===== src/sv/ppps_pkg.sv =====
// Shared types, constants and helper functions for the primer pair product scan.
package ppps_pkg;

   localparam int WIN_DEPTH = 32;
   localparam int OUT_LIMIT = 64;
   localparam int NRES_W    = 7;

   localparam logic [2:0] BASE_N = 3'd4;

   localparam logic [2:0] REG_FWD_BASES = 3'd0;
   localparam logic [2:0] REG_REV_BASES = 3'd1;
   localparam logic [2:0] REG_FWD_LEN   = 3'd2;
   localparam logic [2:0] REG_REV_LEN   = 3'd3;
   localparam logic [2:0] REG_PERF_LEN  = 3'd4;
   localparam logic [2:0] REG_GOOD_LEN  = 3'd5;
   localparam logic [2:0] REG_MAX_PROD  = 3'd6;
   localparam logic [2:0] REG_POS_OFF   = 3'd7;

   typedef struct packed {
      logic [63:0] fwd_bases;
      logic [63:0] rev_bases;
      logic [5:0]  fwd_len;
      logic [5:0]  rev_len;
      logic [5:0]  perf_len;
      logic [5:0]  good_len;
      logic [31:0] max_prod;
      logic [31:0] pos_off;
   } cfg_type;

   typedef struct packed {
      logic fwd_hit;
      logic rev_hit;
      logic tail_ok;
   } match_type;

   typedef enum logic [3:0] {
      ST_IDLE,
      ST_FF_RD,
      ST_FF_WB,
      ST_DETECT,
      ST_RV_RD,
      ST_RV_EVAL,
      ST_RV_SCORE,
      ST_PR_RD,
      ST_PR_EVAL,
      ST_FLUSH
   } state_type;

   function automatic logic [5:0] good_span(input cfg_type c);
      return (c.good_len > c.perf_len) ? 6'(c.good_len - c.perf_len) : 6'd0;
   endfunction

   function automatic logic cfg_valid(input cfg_type c, input logic [6:0] max_primer);
      logic [5:0] mn;
      mn = (c.fwd_len < c.rev_len) ? c.fwd_len : c.rev_len;
      return (c.fwd_len != 6'd0) && ({1'b0, c.fwd_len} <= max_primer) &&
             (c.rev_len != 6'd0) && ({1'b0, c.rev_len} <= max_primer) &&
             (c.perf_len != 6'd0) && (c.perf_len <= mn) && (c.good_len <= mn);
   endfunction

endpackage


===== src/sv/ppps_match.sv =====
// Window comparators: forward hit with score, reverse perfect hit, reverse tail score.
module ppps_match import ppps_pkg::*; #(
   parameter int POS_BITS = 32
) (
   input  cfg_type                         cfg,
   input  logic [WIN_DEPTH-1:0][2:0]       win,
   input  logic [POS_BITS-1:0]             age,
   output match_type                       res
);

   localparam int AW = POS_BITS + 2;

   always_comb begin
      logic [WIN_DEPTH-1:0] eqf, eqr, eqt, pmask, smask, tmask;
      logic [5:0]           gs;
      logic [6:0]           mf, mt;
      logic [POS_BITS-1:0]  len;
      logic signed [AW-1:0] tq;
      logic [1:0]           pb;
      int                   fidx, ridx;
      gs = good_span(cfg);
      for (int j = 0; j < WIN_DEPTH; j++) begin
         fidx = int'(cfg.fwd_len) - 1 - j;
         pb = cfg.fwd_bases[{fidx[4:0], 1'b0} +: 2];
         eqf[j] = (fidx >= 0) && (fidx < 32) && (win[j] != BASE_N) && (win[j][1:0] == pb);
         ridx = int'(cfg.rev_len) - int'(cfg.perf_len) + j;
         pb = ~cfg.rev_bases[{ridx[4:0], 1'b0} +: 2];
         eqr[j] = (ridx >= 0) && (ridx < 32) && (win[j] != BASE_N) && (win[j][1:0] == pb);
         tq = AW'(cfg.rev_len) - AW'(age) + AW'(j);
         pb = ~cfg.rev_bases[{tq[4:0], 1'b0} +: 2];
         eqt[j] = !tq[AW-1] && (tq < AW'(32)) && (win[j] != BASE_N) && (win[j][1:0] == pb);
         pmask[j] = (j < int'(cfg.perf_len));
         smask[j] = (j >= int'(cfg.perf_len)) && (j < int'(cfg.perf_len) + int'(gs));
         tmask[j] = (AW'(j) + AW'(1) + AW'(cfg.perf_len)) <= AW'(age);
      end
      mf = 7'($countones(eqf & smask));
      mt = 7'($countones(eqt & tmask));
      len = (age > POS_BITS'(cfg.perf_len)) ? age - POS_BITS'(cfg.perf_len) : '0;
      res.fwd_hit = ((eqf & pmask) == pmask) &&
                    (({2'b0, mf} + {1'b0, mf, 1'b0}) >= {2'b0, gs, 1'b0});
      res.rev_hit = ((eqr & pmask) == pmask);
      res.tail_ok = ((AW'(mt) + AW'({mt, 1'b0})) >= AW'({len, 1'b0}));
   end

endmodule


===== src/sv/primer_pair_product_scan.sv =====
// Primer pair product scan: base window, pending hit memories and product sequencer.
// Steps: an item sweeps the pending forward hits (read, write-back), records new hits, then
// sweeps the pending reverse hits, scoring each that resolves and, if its tail score passes,
// pairing it with each pending forward hit; a bad configuration skips to the flush; stalls add wait.
// Throughput: one item at a time, set by the read-modify-write sweeps over the hit memories.
// Reset (synchronous, active high) restores the register defaults and empties window and stores.
module primer_pair_product_scan import ppps_pkg::*; #(
   parameter int MAX_PRIMER  = 32,
   parameter int FWD_PENDING = 8,
   parameter int REV_PENDING = 8,
   parameter int POS_BITS    = 32
) (
   input  logic        clock,
   input  logic        reset,
   input  logic        req_valid,
   output logic        req_stall,
   input  logic [2:0]  req_base_code,
   input  logic        req_seq_end,
   output logic        rsp_valid,
   input  logic        rsp_stall,
   output logic [31:0] rsp_product_start,
   output logic [31:0] rsp_product_end,
   output logic [4:0]  rsp_fwd_trim,
   output logic [4:0]  rsp_rev_trim,
   output logic        rsp_run_last,
   output logic        rsp_hits_dropped,
   input  logic        csr_write,
   input  logic [2:0]  csr_index,
   input  logic [63:0] csr_data
);

   localparam int FA = (FWD_PENDING > 1) ? $clog2(FWD_PENDING) : 1;
   localparam int FC = $clog2(FWD_PENDING + 1);
   localparam int RA = (REV_PENDING > 1) ? $clog2(REV_PENDING) : 1;
   localparam int RC = $clog2(REV_PENDING + 1);
   localparam int FW = 2 * POS_BITS + 5;
   localparam int SW = (POS_BITS > 32) ? POS_BITS + 1 : 33;

   cfg_type   cfg_ff;
   state_type state_ff, state_in;
   match_type mres;

   logic [WIN_DEPTH-1:0][2:0] win_ff;
   logic [POS_BITS-1:0]       cnt_ff, r_ff;
   logic [FC-1:0]             fcnt_ff, fi_ff, fw_ff;
   logic [RC-1:0]             rcnt_ff, ri_ff, rw_ff;
   logic [NRES_W-1:0]         nres_ff;
   logic                      ovf_ff, scan_ff, end_ff;

   logic [FW-1:0]       fmem [FWD_PENDING];
   logic [POS_BITS-1:0] rmem [REV_PENDING];
   logic [FW-1:0]       fmem_q_ff, fmem_wdata;
   logic [POS_BITS-1:0] rmem_q_ff, rmem_wdata;
   logic                fmem_re, fmem_we, rmem_re, rmem_we;
   logic [FA-1:0]       fmem_raddr, fmem_waddr;
   logic [RA-1:0]       rmem_raddr, rmem_waddr;

   logic        stg_vld_ff, rsp_valid_ff;
   logic [31:0] stg_start_ff, stg_end_ff, out_start_ff, out_end_ff;
   logic [4:0]  stg_ftrim_ff, stg_rtrim_ff, out_ftrim_ff, out_rtrim_ff;
   logic        stg_drop_ff, out_drop_ff, out_last_ff;

   logic                cfg_ok, accept, out_free, push, stall_here;
   logic [5:0]          gs, dlen;
   logic [POS_BITS-1:0] e_match, e_start, age_q, age_r, len_q, new_match, new_start;
   logic [4:0]          e_trim, new_trim;
   logic                f_keep, pair, emit, rv_wait, rv_drop, fwd_new, rev_new;
   logic [POS_BITS:0]   rend;

   assign cfg_ok = cfg_valid(cfg_ff, 7'(MAX_PRIMER));
   assign gs     = good_span(cfg_ff);
   assign dlen   = 6'(cfg_ff.fwd_len - cfg_ff.perf_len);
   assign accept = req_valid && !req_stall;
   assign out_free = !rsp_valid_ff || !rsp_stall;

   assign {e_match, e_start, e_trim} = fmem_q_ff;
   assign age_q = cnt_ff - rmem_q_ff;
   assign age_r = cnt_ff - r_ff;
   assign len_q = (age_q > POS_BITS'(cfg_ff.perf_len)) ?
                  age_q - POS_BITS'(cfg_ff.perf_len) : '0;
   assign f_keep = SW'(cnt_ff - e_start) <= SW'(cfg_ff.max_prod);
   assign pair = (e_match <= r_ff) && f_keep;
   assign emit = pair && (nres_ff < NRES_W'(OUT_LIMIT));
   assign rv_wait = (age_q < POS_BITS'(cfg_ff.rev_len)) && !end_ff;
   assign rv_drop = len_q < POS_BITS'(gs);
   assign rend = (POS_BITS + 1)'(r_ff) + (POS_BITS + 1)'(cfg_ff.rev_len);

   assign new_match = cnt_ff - POS_BITS'(cfg_ff.perf_len);
   assign new_start = (new_match >= POS_BITS'(dlen)) ? new_match - POS_BITS'(dlen) : '0;
   assign new_trim  = (new_match >= POS_BITS'(dlen)) ? 5'd0 : 5'(POS_BITS'(dlen) - new_match);
   assign fwd_new = scan_ff && mres.fwd_hit &&
                    ((POS_BITS + 1)'(cnt_ff) >= (POS_BITS + 1)'(cfg_ff.perf_len) +
                                               (POS_BITS + 1)'(gs));
   assign rev_new = scan_ff && mres.rev_hit &&
                    ((POS_BITS + 1)'(cnt_ff) >= (POS_BITS + 1)'(cfg_ff.perf_len));

   ppps_match #(.POS_BITS(POS_BITS)) u_match (
      .cfg (cfg_ff),
      .win (win_ff),
      .age (age_r),
      .res (mres)
   );

   always_comb begin
      state_in = state_ff;
      unique case (state_ff)
         ST_IDLE:     if (accept) state_in = cfg_ok ? ST_FF_RD : ST_FLUSH;
         ST_FF_RD:    state_in = (fi_ff < fcnt_ff) ? ST_FF_WB : ST_DETECT;
         ST_FF_WB:    state_in = ST_FF_RD;
         ST_DETECT:   state_in = ST_RV_RD;
         ST_RV_RD:    state_in = (ri_ff < rcnt_ff) ? ST_RV_EVAL : ST_FLUSH;
         ST_RV_EVAL:  state_in = (rv_wait || rv_drop) ? ST_RV_RD : ST_RV_SCORE;
         ST_RV_SCORE: state_in = mres.tail_ok ? ST_PR_RD : ST_RV_RD;
         ST_PR_RD:    state_in = (fi_ff < fcnt_ff) ? ST_PR_EVAL : ST_RV_RD;
         ST_PR_EVAL:  if (!stall_here) state_in = ST_PR_RD;
         ST_FLUSH:    if (!stall_here) state_in = ST_IDLE;
         default:     state_in = ST_IDLE;
      endcase
   end

   always_comb begin
      req_stall  = (state_ff != ST_IDLE);
      fmem_re    = 1'b0;
      fmem_raddr = fi_ff[FA-1:0];
      fmem_we    = 1'b0;
      fmem_waddr = fw_ff[FA-1:0];
      fmem_wdata = fmem_q_ff;
      rmem_re    = 1'b0;
      rmem_raddr = ri_ff[RA-1:0];
      rmem_we    = 1'b0;
      rmem_waddr = rw_ff[RA-1:0];
      rmem_wdata = rmem_q_ff;
      stall_here = 1'b0;
      push       = 1'b0;
      unique case (state_ff)
         ST_FF_RD: fmem_re = (fi_ff < fcnt_ff);
         ST_PR_RD: fmem_re = (fi_ff < fcnt_ff);
         ST_RV_RD: rmem_re = (ri_ff < rcnt_ff);
         ST_FF_WB: fmem_we = f_keep;
         ST_RV_EVAL: rmem_we = rv_wait;
         ST_DETECT: begin
            fmem_we    = fwd_new && (fcnt_ff < FC'(FWD_PENDING));
            fmem_waddr = fcnt_ff[FA-1:0];
            fmem_wdata = {new_match, new_start, new_trim};
            rmem_we    = rev_new && (rcnt_ff < RC'(REV_PENDING));
            rmem_waddr = rcnt_ff[RA-1:0];
            rmem_wdata = new_match;
         end
         ST_PR_EVAL: begin
            stall_here = emit && stg_vld_ff && !out_free;
            push       = emit && stg_vld_ff && out_free;
         end
         ST_FLUSH: begin
            stall_here = stg_vld_ff && !out_free;
            push       = stg_vld_ff && out_free;
         end
         default: ;
      endcase
   end

   always_ff @(posedge clock) begin
      if (fmem_re) fmem_q_ff <= fmem[fmem_raddr];
      if (fmem_we) fmem[fmem_waddr] <= fmem_wdata;
      if (rmem_re) rmem_q_ff <= rmem[rmem_raddr];
      if (rmem_we) rmem[rmem_waddr] <= rmem_wdata;
   end

   always_ff @(posedge clock) begin
      if (reset) begin
         cfg_ff.fwd_bases <= '0;
         cfg_ff.rev_bases <= '0;
         cfg_ff.fwd_len   <= 6'd20;
         cfg_ff.rev_len   <= 6'd20;
         cfg_ff.perf_len  <= 6'd15;
         cfg_ff.good_len  <= 6'd15;
         cfg_ff.max_prod  <= 32'd4000;
         cfg_ff.pos_off   <= '0;
      end else if (csr_write) begin
         unique case (csr_index)
            REG_FWD_BASES: cfg_ff.fwd_bases <= csr_data;
            REG_REV_BASES: cfg_ff.rev_bases <= csr_data;
            REG_FWD_LEN:   cfg_ff.fwd_len   <= csr_data[5:0];
            REG_REV_LEN:   cfg_ff.rev_len   <= csr_data[5:0];
            REG_PERF_LEN:  cfg_ff.perf_len  <= csr_data[5:0];
            REG_GOOD_LEN:  cfg_ff.good_len  <= csr_data[5:0];
            REG_MAX_PROD:  cfg_ff.max_prod  <= csr_data[31:0];
            REG_POS_OFF:   cfg_ff.pos_off   <= csr_data[31:0];
            default: ;
         endcase
      end
   end

   always_ff @(posedge clock) begin
      if (reset) begin
         state_ff     <= ST_IDLE;
         win_ff       <= {WIN_DEPTH{BASE_N}};
         cnt_ff       <= '0;
         fcnt_ff      <= '0;
         rcnt_ff      <= '0;
         ovf_ff       <= 1'b0;
         stg_vld_ff   <= 1'b0;
         rsp_valid_ff <= 1'b0;
      end else begin
         state_ff <= state_in;
         if (push) rsp_valid_ff <= 1'b1;
         else if (!rsp_stall) rsp_valid_ff <= 1'b0;
         unique case (state_ff)
            ST_IDLE: if (accept) begin
               scan_ff <= (cnt_ff != '1);
               if (cnt_ff != '1) begin
                  for (int j = WIN_DEPTH - 1; j > 0; j--) win_ff[j] <= win_ff[j-1];
                  win_ff[0] <= (req_base_code > BASE_N) ? BASE_N : req_base_code;
                  cnt_ff    <= cnt_ff + POS_BITS'(1);
               end
               end_ff  <= req_seq_end;
               nres_ff <= '0;
               fi_ff   <= '0;
               fw_ff   <= '0;
            end
            ST_FF_RD: if (!(fi_ff < fcnt_ff)) fcnt_ff <= fw_ff;
            ST_FF_WB: begin
               fi_ff <= fi_ff + FC'(1);
               if (f_keep) fw_ff <= fw_ff + FC'(1);
            end
            ST_DETECT: begin
               ri_ff <= '0;
               rw_ff <= '0;
               if (fwd_new && (fcnt_ff < FC'(FWD_PENDING))) fcnt_ff <= fcnt_ff + FC'(1);
               if (rev_new && (rcnt_ff < RC'(REV_PENDING))) rcnt_ff <= rcnt_ff + RC'(1);
               if ((fwd_new && !(fcnt_ff < FC'(FWD_PENDING))) ||
                   (rev_new && !(rcnt_ff < RC'(REV_PENDING))))
                  ovf_ff <= 1'b1;
            end
            ST_RV_RD: if (!(ri_ff < rcnt_ff)) rcnt_ff <= rw_ff;
            ST_RV_EVAL: begin
               r_ff <= rmem_q_ff;
               if (rv_wait) rw_ff <= rw_ff + RC'(1);
               if (rv_wait || rv_drop) ri_ff <= ri_ff + RC'(1);
            end
            ST_RV_SCORE: begin
               if (mres.tail_ok) fi_ff <= '0;
               else ri_ff <= ri_ff + RC'(1);
            end
            ST_PR_RD: if (!(fi_ff < fcnt_ff)) ri_ff <= ri_ff + RC'(1);
            ST_PR_EVAL: if (!stall_here) begin
               fi_ff <= fi_ff + FC'(1);
               if (emit) begin
                  stg_vld_ff   <= 1'b1;
                  stg_start_ff <= 32'(SW'(e_start) + SW'(cfg_ff.pos_off));
                  stg_end_ff   <= 32'(SW'(cnt_ff) + SW'(cfg_ff.pos_off));
                  stg_ftrim_ff <= e_trim;
                  stg_rtrim_ff <= (rend > (POS_BITS + 1)'(cnt_ff)) ?
                                  5'(rend - (POS_BITS + 1)'(cnt_ff)) : 5'd0;
                  stg_drop_ff  <= ovf_ff;
                  ovf_ff       <= 1'b0;
                  nres_ff      <= nres_ff + NRES_W'(1);
               end else if (pair) begin
                  ovf_ff <= 1'b1;
               end
            end
            ST_FLUSH: if (!stall_here) begin
               stg_vld_ff <= 1'b0;
               if (end_ff) begin
                  win_ff  <= {WIN_DEPTH{BASE_N}};
                  cnt_ff  <= '0;
                  fcnt_ff <= '0;
                  rcnt_ff <= '0;
               end
            end
            default: ;
         endcase
      end
   end

   always_ff @(posedge clock) begin
      if (push) begin
         out_start_ff <= stg_start_ff;
         out_end_ff   <= stg_end_ff;
         out_ftrim_ff <= stg_ftrim_ff;
         out_rtrim_ff <= stg_rtrim_ff;
         out_drop_ff  <= stg_drop_ff;
         out_last_ff  <= (state_ff == ST_FLUSH);
      end
   end

   assign rsp_valid         = rsp_valid_ff;
   assign rsp_product_start = out_start_ff;
   assign rsp_product_end   = out_end_ff;
   assign rsp_fwd_trim      = out_ftrim_ff;
   assign rsp_rev_trim      = out_rtrim_ff;
   assign rsp_run_last      = out_last_ff;
   assign rsp_hits_dropped  = out_drop_ff;

endmodule


===== config.mk =====
export PLATFORM = sky130hd
export DESIGN_NAME = primer_pair_product_scan
export DESIGN_NICKNAME = d
export VERILOG_FILES = /design/src/sv/ppps_pkg.sv /design/src/sv/ppps_match.sv /design/src/sv/primer_pair_product_scan.sv
export SDC_FILE = /design/constraint.sdc
export NUM_CORES = 2
export LEC_CHECK = 0
export BUFFER_PORTS_ARGS = -buffer_cell sky130_fd_sc_hd__clkbuf_2
export CELL_PAD_IN_SITES_DETAIL_PLACEMENT = 1
export CELL_PAD_IN_SITES_GLOBAL_PLACEMENT = 1
export CORE_ASPECT_RATIO = 0.8
export CORE_MARGIN = 5
export CORE_UTILIZATION = 49
export DETAILED_ROUTE_END_ITERATION = 6
export PLACE_DENSITY_LB_ADDON = 0.1
export RECOVER_POWER = 100
export REMOVE_ABC_BUFFERS = 1
export SETUP_SLACK_MARGIN = 0.1
export SKIP_LAST_GASP = 1
export SLEW_MARGIN = 20
export SYNTH_ARGS = -nofsm -noshare
export SYNTH_HDL_FRONTEND = slang
export SYNTH_SLANG_ARGS = --single-unit

===== constraint.sdc =====
create_clock -name clock -period 27.5 [get_ports clock]
set_clock_uncertainty 0.15 [all_clocks]
set_input_delay 5.5 -clock clock [delete_from_list [all_inputs] [get_ports clock]]
set_output_delay 5.5 -clock clock [all_outputs]
set_load 0.01 [all_outputs]

## Word-level counts from Yosys, hierarchy flattened

Memory sizes are Yosys's and may differ from the RTL's. A register that Yosys moved wholly into a read port is not among the register bits.
Cells that the tools add are included.

| cells by class | value |
|---|---|
| add/sub/neg operators | 216 |
| order comparisons | 312 |
| equality and inequality tests | 166 |
| shift-type cells | 96 |
| multiplexer cells | 76 |
| bitwise logic cells | 70 |
| reductions and logical operators | 425 |

Operators by type and width:

| operator | number |
|---|---|
| 64-bit by 7-bit variable part select with 2-bit output | 96 |
| 32-bit by 1-bit >= comparator with 1-bit output (second input constant) | 64 |
| 32-bit by 7-bit < comparator with 1-bit output (second input constant) | 64 |
| 34-bit by 32-bit <= comparator with 1-bit output | 32 |
| 34-bit by 7-bit < comparator with 1-bit output (second input constant) | 32 |
| 34-bit by 5-bit adder with 34-bit output (second input constant) | 16 |
| 32-bit by 6-bit adder with 32-bit output (second input constant) | 16 |
| 6-bit by 32-bit < comparator with 1-bit output (first input constant) | 16 |
| 32-bit by 6-bit subtractor with 32-bit output (second input constant) | 16 |
| 96-bit two-way mux | 4 |
| 1-bit logical AND | 344 |
| 34-bit by 4-bit adder with 34-bit output (second input constant) | 8 |
| 32-bit by 5-bit adder with 32-bit output (second input constant) | 8 |
| 5-bit by 32-bit < comparator with 1-bit output (first input constant) | 8 |
| 32-bit two-way mux | 8 |
| 32-bit by 5-bit subtractor with 32-bit output (second input constant) | 8 |
| 7-bit adder | 30 |
| 2-bit == test | 96 |
| 96-bit one-hot mux with 2 select lines | 1 |
| 34-bit by 3-bit adder with 34-bit output (second input constant) | 4 |
| 32-bit by 4-bit adder with 32-bit output (second input constant) | 4 |
| 32-bit bitwise AND | 4 |
| 4-bit by 32-bit < comparator with 1-bit output (first input constant) | 4 |
| 2-bit NOT | 64 |
| 100 further kinds | 414 |

| word-level totals | value |
|---|---|
| register bits after elaboration | 567 |
| memory bits (writable) | 808 |
| input bits | 76 |
| output and inout bits | 78 |
| logic and storage cells | 1429 |
| memories kept | 2 |

Memories:

| name | depth | bits a word | rd ports | clocked after Yosys merged registers in | write ports | line | RTL |
|---|---|---|---|---|---|---|---|
| fmem | 8 | 69 | 1 | 1 | 1 | primer_pair_product_scan.sv:50 | `logic [FW-1:0] fmem [FWD_PENDING];` |
| rmem | 8 | 32 | 1 | 1 | 1 | primer_pair_product_scan.sv:51 | `logic [POS_BITS-1:0] rmem [REV_PENDING];` |

## Logic depth before layout (Yosys ltp)

| logic depth | value |
|---|---|
| word-level depth | 21 |
| depth in mapped cells | 58 |
| mapped depth without buffers | 55 |

## Hierarchy

A second synthesis with hierarchy kept.

| unflattened totals | value |
|---|---|
| cells, all modules | 9928 |
| area, all modules | 104302.5 µm² |

Modules (own cells, without submodules):

| module | times used | cells each | area each (µm²) | sequential area each (µm²) |
|---|---|---|---|---|
| primer_pair_product_scan | 1 | 5575 | 69713.1 | 40729.1 |
| ppps_match | 1 | 4353 | 34589.4 | 0.0 |

## Worst setup path before layout

OpenSTA, ideal clock, no wires.

| path | value |
|---|---|
| path kind | register to register |
| start point | register cfg_ff[82] (netlist name) |
| end point | memory fmem[5][0] (netlist name), enable pin |
| library setup time | 0.602 ns |
| data arrival time | 24.132 ns |
| data required time | 26.748 ns |
| setup slack | 2.617 ns |
| cell stages (with the launch flop) | 49 |
| buffers on the path | 10 |
| clock period less this slack | 24.883 ns |
| cells stage by stage | dfxtp_1 > buf_1 > clkbuf_1 > clkbuf_1 > inv_1 > ha_1 > clkbuf_1 > nor3b_1 > and3_1 > clkbuf_1 > inv_1 > clkbuf_1 > clkbuf_1 > clkbuf_1 > clkbuf_1 > buf_1 > ha_1 > nand2_1 > (+13 left out) > fa_1 > ha_1 > fa_1 > ha_1 > a21o_1 > a21oi_1 > o21bai_1 > a21oi_1 > xnor2_1 > ha_1 > o21ai_0 > a21oi_1 > nand3_1 > nor4_1 > nand4_1 > nor4_1 > a22o_1 > a21boi_0 |

| between the ends | value |
|---|---|
| cells in the longest elaborated chain, start to end | 21 |
| elaborated cells on any way between the ends | 299 |
| classes of those cells | add/sub: 64; order compare: 65; eq/ne: 33; shift: 32; mux: 3; bitwise: 2; reduce/logical: 100 |

Ends and longest elaborated chain:

| item | line | RTL |
|---|---|---|
| from (decl) | primer_pair_product_scan.sv:39 | `cfg_type cfg_ff;` |
| 6-bit by 1-bit subtractor with 7-bit output (*) | ppps_match.sv:23 | `fidx = int'(cfg.fwd_len) - 1 - j;` |
| 32-bit by 2-bit subtractor with 32-bit output (tied with other cells) | ppps_match.sv:23 |  |
| 32-bit by 1-bit >= comparator with 1-bit output / 32-bit by 7-bit < comparator with 1-bit output (equally long branches) | ppps_match.sv:25 | `eqf[j] = (fidx >= 0) && (fidx < 32) && (win[j] != BASE_N) && (win[j][1:0] == pb);` |
| 1-bit logical AND (3 in series) | ppps_match.sv:25 |  |
| 32-bit bitwise AND | ppps_match.sv:36 | `mf = 7'($countones(eqf & smask));` |
| 1-bit by 1-bit adder with 2-bit output (not written as such) | ppps_match.sv:36 |  |
| 7-bit adder (not written as such) (4 in series) | ppps_match.sv:36 |  |
| 7-bit by 8-bit adder with 9-bit output | ppps_match.sv:40 | `(({2'b0, mf} + {1'b0, mf, 1'b0}) >= {2'b0, gs, 1'b0});` |
| 9-bit by 7-bit >= comparator with 1-bit output | ppps_match.sv:40 |  |
| 1-bit logical AND (*) | ppps_match.sv:39 | `res.fwd_hit = ((eqf & pmask) == pmask) &&` |
| 1-bit logical AND (*) (2 in series) | primer_pair_product_scan.sv:91 | `assign fwd_new = scan_ff && mres.fwd_hit &&` |
| 1-bit logical AND (*) | primer_pair_product_scan.sv:142 | `fmem_we = fwd_new && (fcnt_ff < FC'(FWD_PENDING));` |
| 1-bit one-hot mux with 2 select lines (*) | primer_pair_product_scan.sv:135 | `unique case (state_ff)` |
| 1-bit two-way mux (*) | primer_pair_product_scan.sv:163 | `if (fmem_we) fmem[fmem_waddr] <= fmem_wdata;` |
| 1-bit two-way mux (not written as such) (*) | primer_pair_product_scan.sv:163 |  |
| to (decl) | primer_pair_product_scan.sv:50 |  |

Mark *: on every way between the ends. The rest lies on a longest branch, timed or not.

## Worst setup path after layout

| path | value |
|---|---|
| start point | register cfg_ff[71] (netlist name) |
| end point | memory fmem[6][15] (netlist name), enable pin |

| between the ends | value |
|---|---|
| cells in the longest elaborated chain, start to end | 20 |
| elaborated cells on any way between the ends | 177 |
| classes of those cells | add/sub: 35; order compare: 99; eq/ne: 1; mux: 4; bitwise: 2; reduce/logical: 36 |

Ends and longest elaborated chain:

| item | line | RTL |
|---|---|---|
| 6-bit subtractor / 6-bit > comparator (equally long branches) | ppps_pkg.sv:50 | `return (c.good_len > c.perf_len) ? 6'(c.good_len - c.perf_len) : 6'd0;` |
| 6-bit two-way mux | ppps_pkg.sv:50 |  |
| 6-bit by 6-bit adder with 7-bit output | ppps_match.sv:33, primer_pair_product_scan.sv:92 |  |
| 1-bit by 32-bit < comparator with 1-bit output (tied with other cells) | ppps_match.sv:33 | `smask[j] = (j >= int'(cfg.perf_len)) && (j < int'(cfg.perf_len) + int'(gs));` |
| 1-bit logical AND | ppps_match.sv:33 |  |
| 32-bit bitwise AND | ppps_match.sv:36 |  |
| 1-bit by 1-bit adder with 2-bit output (not written as such) | ppps_match.sv:36 |  |
| 7-bit adder (not written as such) (4 in series) | ppps_match.sv:36 |  |
| 7-bit by 8-bit adder with 9-bit output | ppps_match.sv:40 |  |
| 9-bit by 7-bit >= comparator with 1-bit output | ppps_match.sv:40 |  |
| 1-bit logical AND | ppps_match.sv:39 |  |
| 1-bit logical AND | primer_pair_product_scan.sv:91 |  |
| 1-bit logical AND (*) | primer_pair_product_scan.sv:91 |  |
| 1-bit logical AND (*) | primer_pair_product_scan.sv:142 |  |
| 1-bit one-hot mux with 2 select lines (*) | primer_pair_product_scan.sv:135 |  |
| 1-bit two-way mux (*) | primer_pair_product_scan.sv:163 |  |
| 1-bit two-way mux (not written as such) (*) | primer_pair_product_scan.sv:163 |  |

Marks and branches as above.

==> results.md <==
- The flow ran to the end, but the final reports show violations.
- The checks that failed: design-rule violations, max-capacitance violations, max-slew violations.
- The number of rows created at floorplan is 161.
- The kind of capture point of the worst setup path is a flip-flop.
- The max-capacitance violation count is 57.
- Across all layers, the routed design uses 107128 vias.
- The worst setup margin is 6.163 ns.
- Buffers added to address setup during post-CTS repair amount to 0.
- The layer flagged by global routing as most heavily used is met2.
- The mean instance size in the synthesized netlist is 10.00 um^2.
- The global-route met3 utilization is 13.39%.
- Dividing the final minimum period by the clock period gives 77.59%.
- Entering global routing, the biggest net connects 159 pins.
- After detailed routing, the total wire length is 574500 um.
- Prior to clock tree synthesis, the placed netlist has a worst setup slack of 11.20 ns.
- Cells fill 53.86% of the core in the end.
- The top cell type by area accounts for 28.34% of the synthesized area.
- In the final routed layout, each cell accounts on average for 37.70 um.
- The critical path in this run is classified as reg -> reg.
- The filler cells instantiated in the layout total 26110.
- Total power for the finished layout comes to 8.438 mW.
- The clock tree from TritonCTS is done.
- IR analysis of the VDD net gives a maximum drop of 0.08264 mV.
- On the worst path, the slowest cell contributes a delay of 2.58 ns.
- In this run the static leakage power is 48.52 nW.
- The synthesis-stage register bit count is 1476.
- After detailed routing, the number of remaining DRC violations is 18.
- In this run the vertical extent of the chip is 449.6 um.
- The number of global-route vias before repair is 106876.
- The critical path contains buffers and inverters numbering 9 combined.
- The number of resized instances in the post-cts repair step is 0.
- The count of nets after finishing is 13228.
- In the final timing run, aggregate negative setup slack is 0 ns.
- The final number of hold-violating endpoints is 0.
- The number of buffers created by CTS is 162.
- The met2 global-route usage is 65.59%.
- Along the worst path, the maximum fanout reaches 45.
- 154 I/O pins were placed.
- The kind of cell with the highest combined delay on the critical path is buffers and inverters.
- The achievable clock frequency is 46.87 MHz.
- The data required time at the worst endpoint is 27.68 ns.
- The clock slew seen by the registers of the worst setup and hold paths is 0.06 ns.
- In the layout the commonest cells are sky130_fd_sc_hd__nand2_1 (1428), sky130_fd_sc_hd__ha_1 (1168), sky130_fd_sc_hd__edfxtp_1 (1117), sky130_fd_sc_hd__a21oi_1 (788), sky130_fd_sc_hd__xnor2_1 (658).
- The detail route stage leaves a number of antenna-violating nets equal to 0.
- The actual transition at the worst max-transition pin is 4.734 ns.
- The number of levels in the clock H-tree is 4.
- STA puts the critical path data arrival time at 21.52 ns.
- The count of input and output buffers is 153.
- The master of the slowest instance on the critical path is sky130_fd_sc_hd__clkbuf_1.
- For this run, asynchronously set or reset flops after synthesis account for 0%.
- For this design the ratio of total power to cell area is 65.13 nW/um^2.
- The source-to-sink clock delay at the later pin of the worst-skew pair is 0.89 ns.
- Setup violations remaining at the end of the flow were counted as 0.
- The detailed placement HPWL is 431600 um.
- The die area is 251600 um^2.
- The routed design could run at a clock period as short as 21.34 ns.
- The share of the yosys chip area belonging to registers is 34.41%.
- The die boundary width is 559.5 um.
- The final number of max-transition violations is 2077.
- The area growth from synthesis to final layout is 9.451%.
- In the post-synthesis netlist, the biggest area contributors are sky130_fd_sc_hd__edfxtp_1 (28%), sky130_fd_sc_hd__ha_1 (12%), sky130_fd_sc_hd__mux4_2 (9.1%).
- The main flop type after synthesis is sky130_fd_sc_hd__edfxtp_1.
- The pre-antenna-repair detailed-routing pass consisted of 7 iterations.
- STA classifies the critical path startpoint as a flip-flop.
- Leaving out fill and tap cells, the most frequent cell in the layout is sky130_fd_sc_hd__nand2_1.
- At the end of routability-driven placement, the weighted congestion stood at 1.105.
- CTS saw 1476 sinks.
- The leftover overflow at the end of global routing is 0.
- Hold repair after CTS inserted 0 buffers.
- The cell sitting at the root of the clock tree is a sky130_fd_sc_hd__clkbuf_16.
- Cells with a size suffix above 1 make up 12.35% of the layout.
- The synthesized design contains 1117 enable-type register cells.
- Measured against its own limit, the worst slew margin works out to -218.5%.
- The mean number of vias per cell is 7.029.
- Setup repair after global routing left no endpoint under its margin.
- The worst-case clock buffer depth is 4.
- Synthesis produced a netlist whose cell count is 11837.
- The floorplan core area is 240500 um^2.
- The first global-routing pass estimated 806600 um of wire.
- Global routing used 55.54% of the available met1 tracks.
- The initial antenna violation count is 57.
- Summing every instance area after synthesis gives 118400 um^2.
- The number of DRC violations after detailed-routing iteration 0 is 14490.
- The count of unique library cells instantiated by Yosys is 103.
- Yosys printed 0 warnings.
- The effective utilization at floorplan is 49.21%.
- The worst hold path belongs to the class reg -> reg.
- The largest total area in the synthesized netlist belongs to sky130_fd_sc_hd__edfxtp_1.
- The global routing usage summed across all routing layers is 44.07%.
-- layout make-up --
cell class              count  area [um^2]  area share [%]
clock buffers             196         4273           3.298
well taps                3178         3976           3.069
flip-flops and latches   1476        40740           31.44
diodes                     33        82.58         0.06374
inverters                 546         2064           1.594
multi-input cells        9140        73770           56.94
clock inverters            87        980.9          0.7572
repair buffers            584         3671           2.834
-- per-stage QoR --
step                hold WS (ns)  cell area (um^2)  std cells
CTS                       0.2695            129800      15206
global placement          0.2544            124500      14923
floorplan                 0.2503            115800      11162
global route              0.2645            129500      15208
detailed placement        0.2562            124600      14923
finish                    0.2668            129600      15240
-- state kept, by name, indices dropped and copies added (netlist names), 32 cells and up --
signal / flops
cfg_ff: 216
cnt_ff: 32
fmem: 552
fmem_q_ff: 69
r_ff: 32
rmem: 256
rmem_q_ff: 32
rsp_product_end: 32
rsp_product_start: 32
stg_end_ff: 32
stg_start_ff: 32
win_ff: 96
-- synth_stat cells (all sizes together) (78+ instances only) --
cell type	instances
edfxtp	1117
nor4	182
ha	1171
xnor2	680
nor2	624
nor3	230
a31oi	136
o21a	78
nor2b	121
nand3	410
inv	534
a21o	204
nand2	1429
mux2	136
clkbuf	550
o21ai	353
xor2	189
a21oi	794
nand4	219
mux2i	433
mux4	477
buf	125
dfxtp	359
nand2b	85
-- metal layers --
layer,share of wire [%],vias to the layer above
met5,0.073,-
met4,8.5,52
met3,12,1909
met2,42,6796
met1,38,54141
li1,-,44230
-- worst paths after layout --
check / depth (start not counted) / endpoint / startpoint / slack (ns)
max reg2reg: 45 / fmem[6][15] / cfg_ff[71] / 6.16
min: 0 / rsp_product_end[8] / stg_end_ff[8] / 0.27
min reg2reg: 0 / rsp_product_end[8] / stg_end_ff[8] / 0.27
max: 45 / fmem[6][15] / cfg_ff[71] / 6.16
-- report_power, final --
group	switching [mW]	leakage, nW	internal [mW]
logic	2.30	33.0	1.14
registers	0.122	13.0	2.61
clock network	0.998	2.56	1.28
-- cell families (layout without fill, tap and decap cells) --
family	after synthesis	after routing	synth area share [%]
AOI/OAI and AO/OA	2170	2170	11.62
xor gates and xnor gates	887	887	6.791
adders and majority gates	1242	1242	13.58
buffers and inverters	1221	1413	3.888
DFF	1476	1476	34.41
muxes	1046	1046	14.03
other	0	33	0
and+or+nand+nor	3795	3795	15.69
Power figures use the tool's default switching activity.
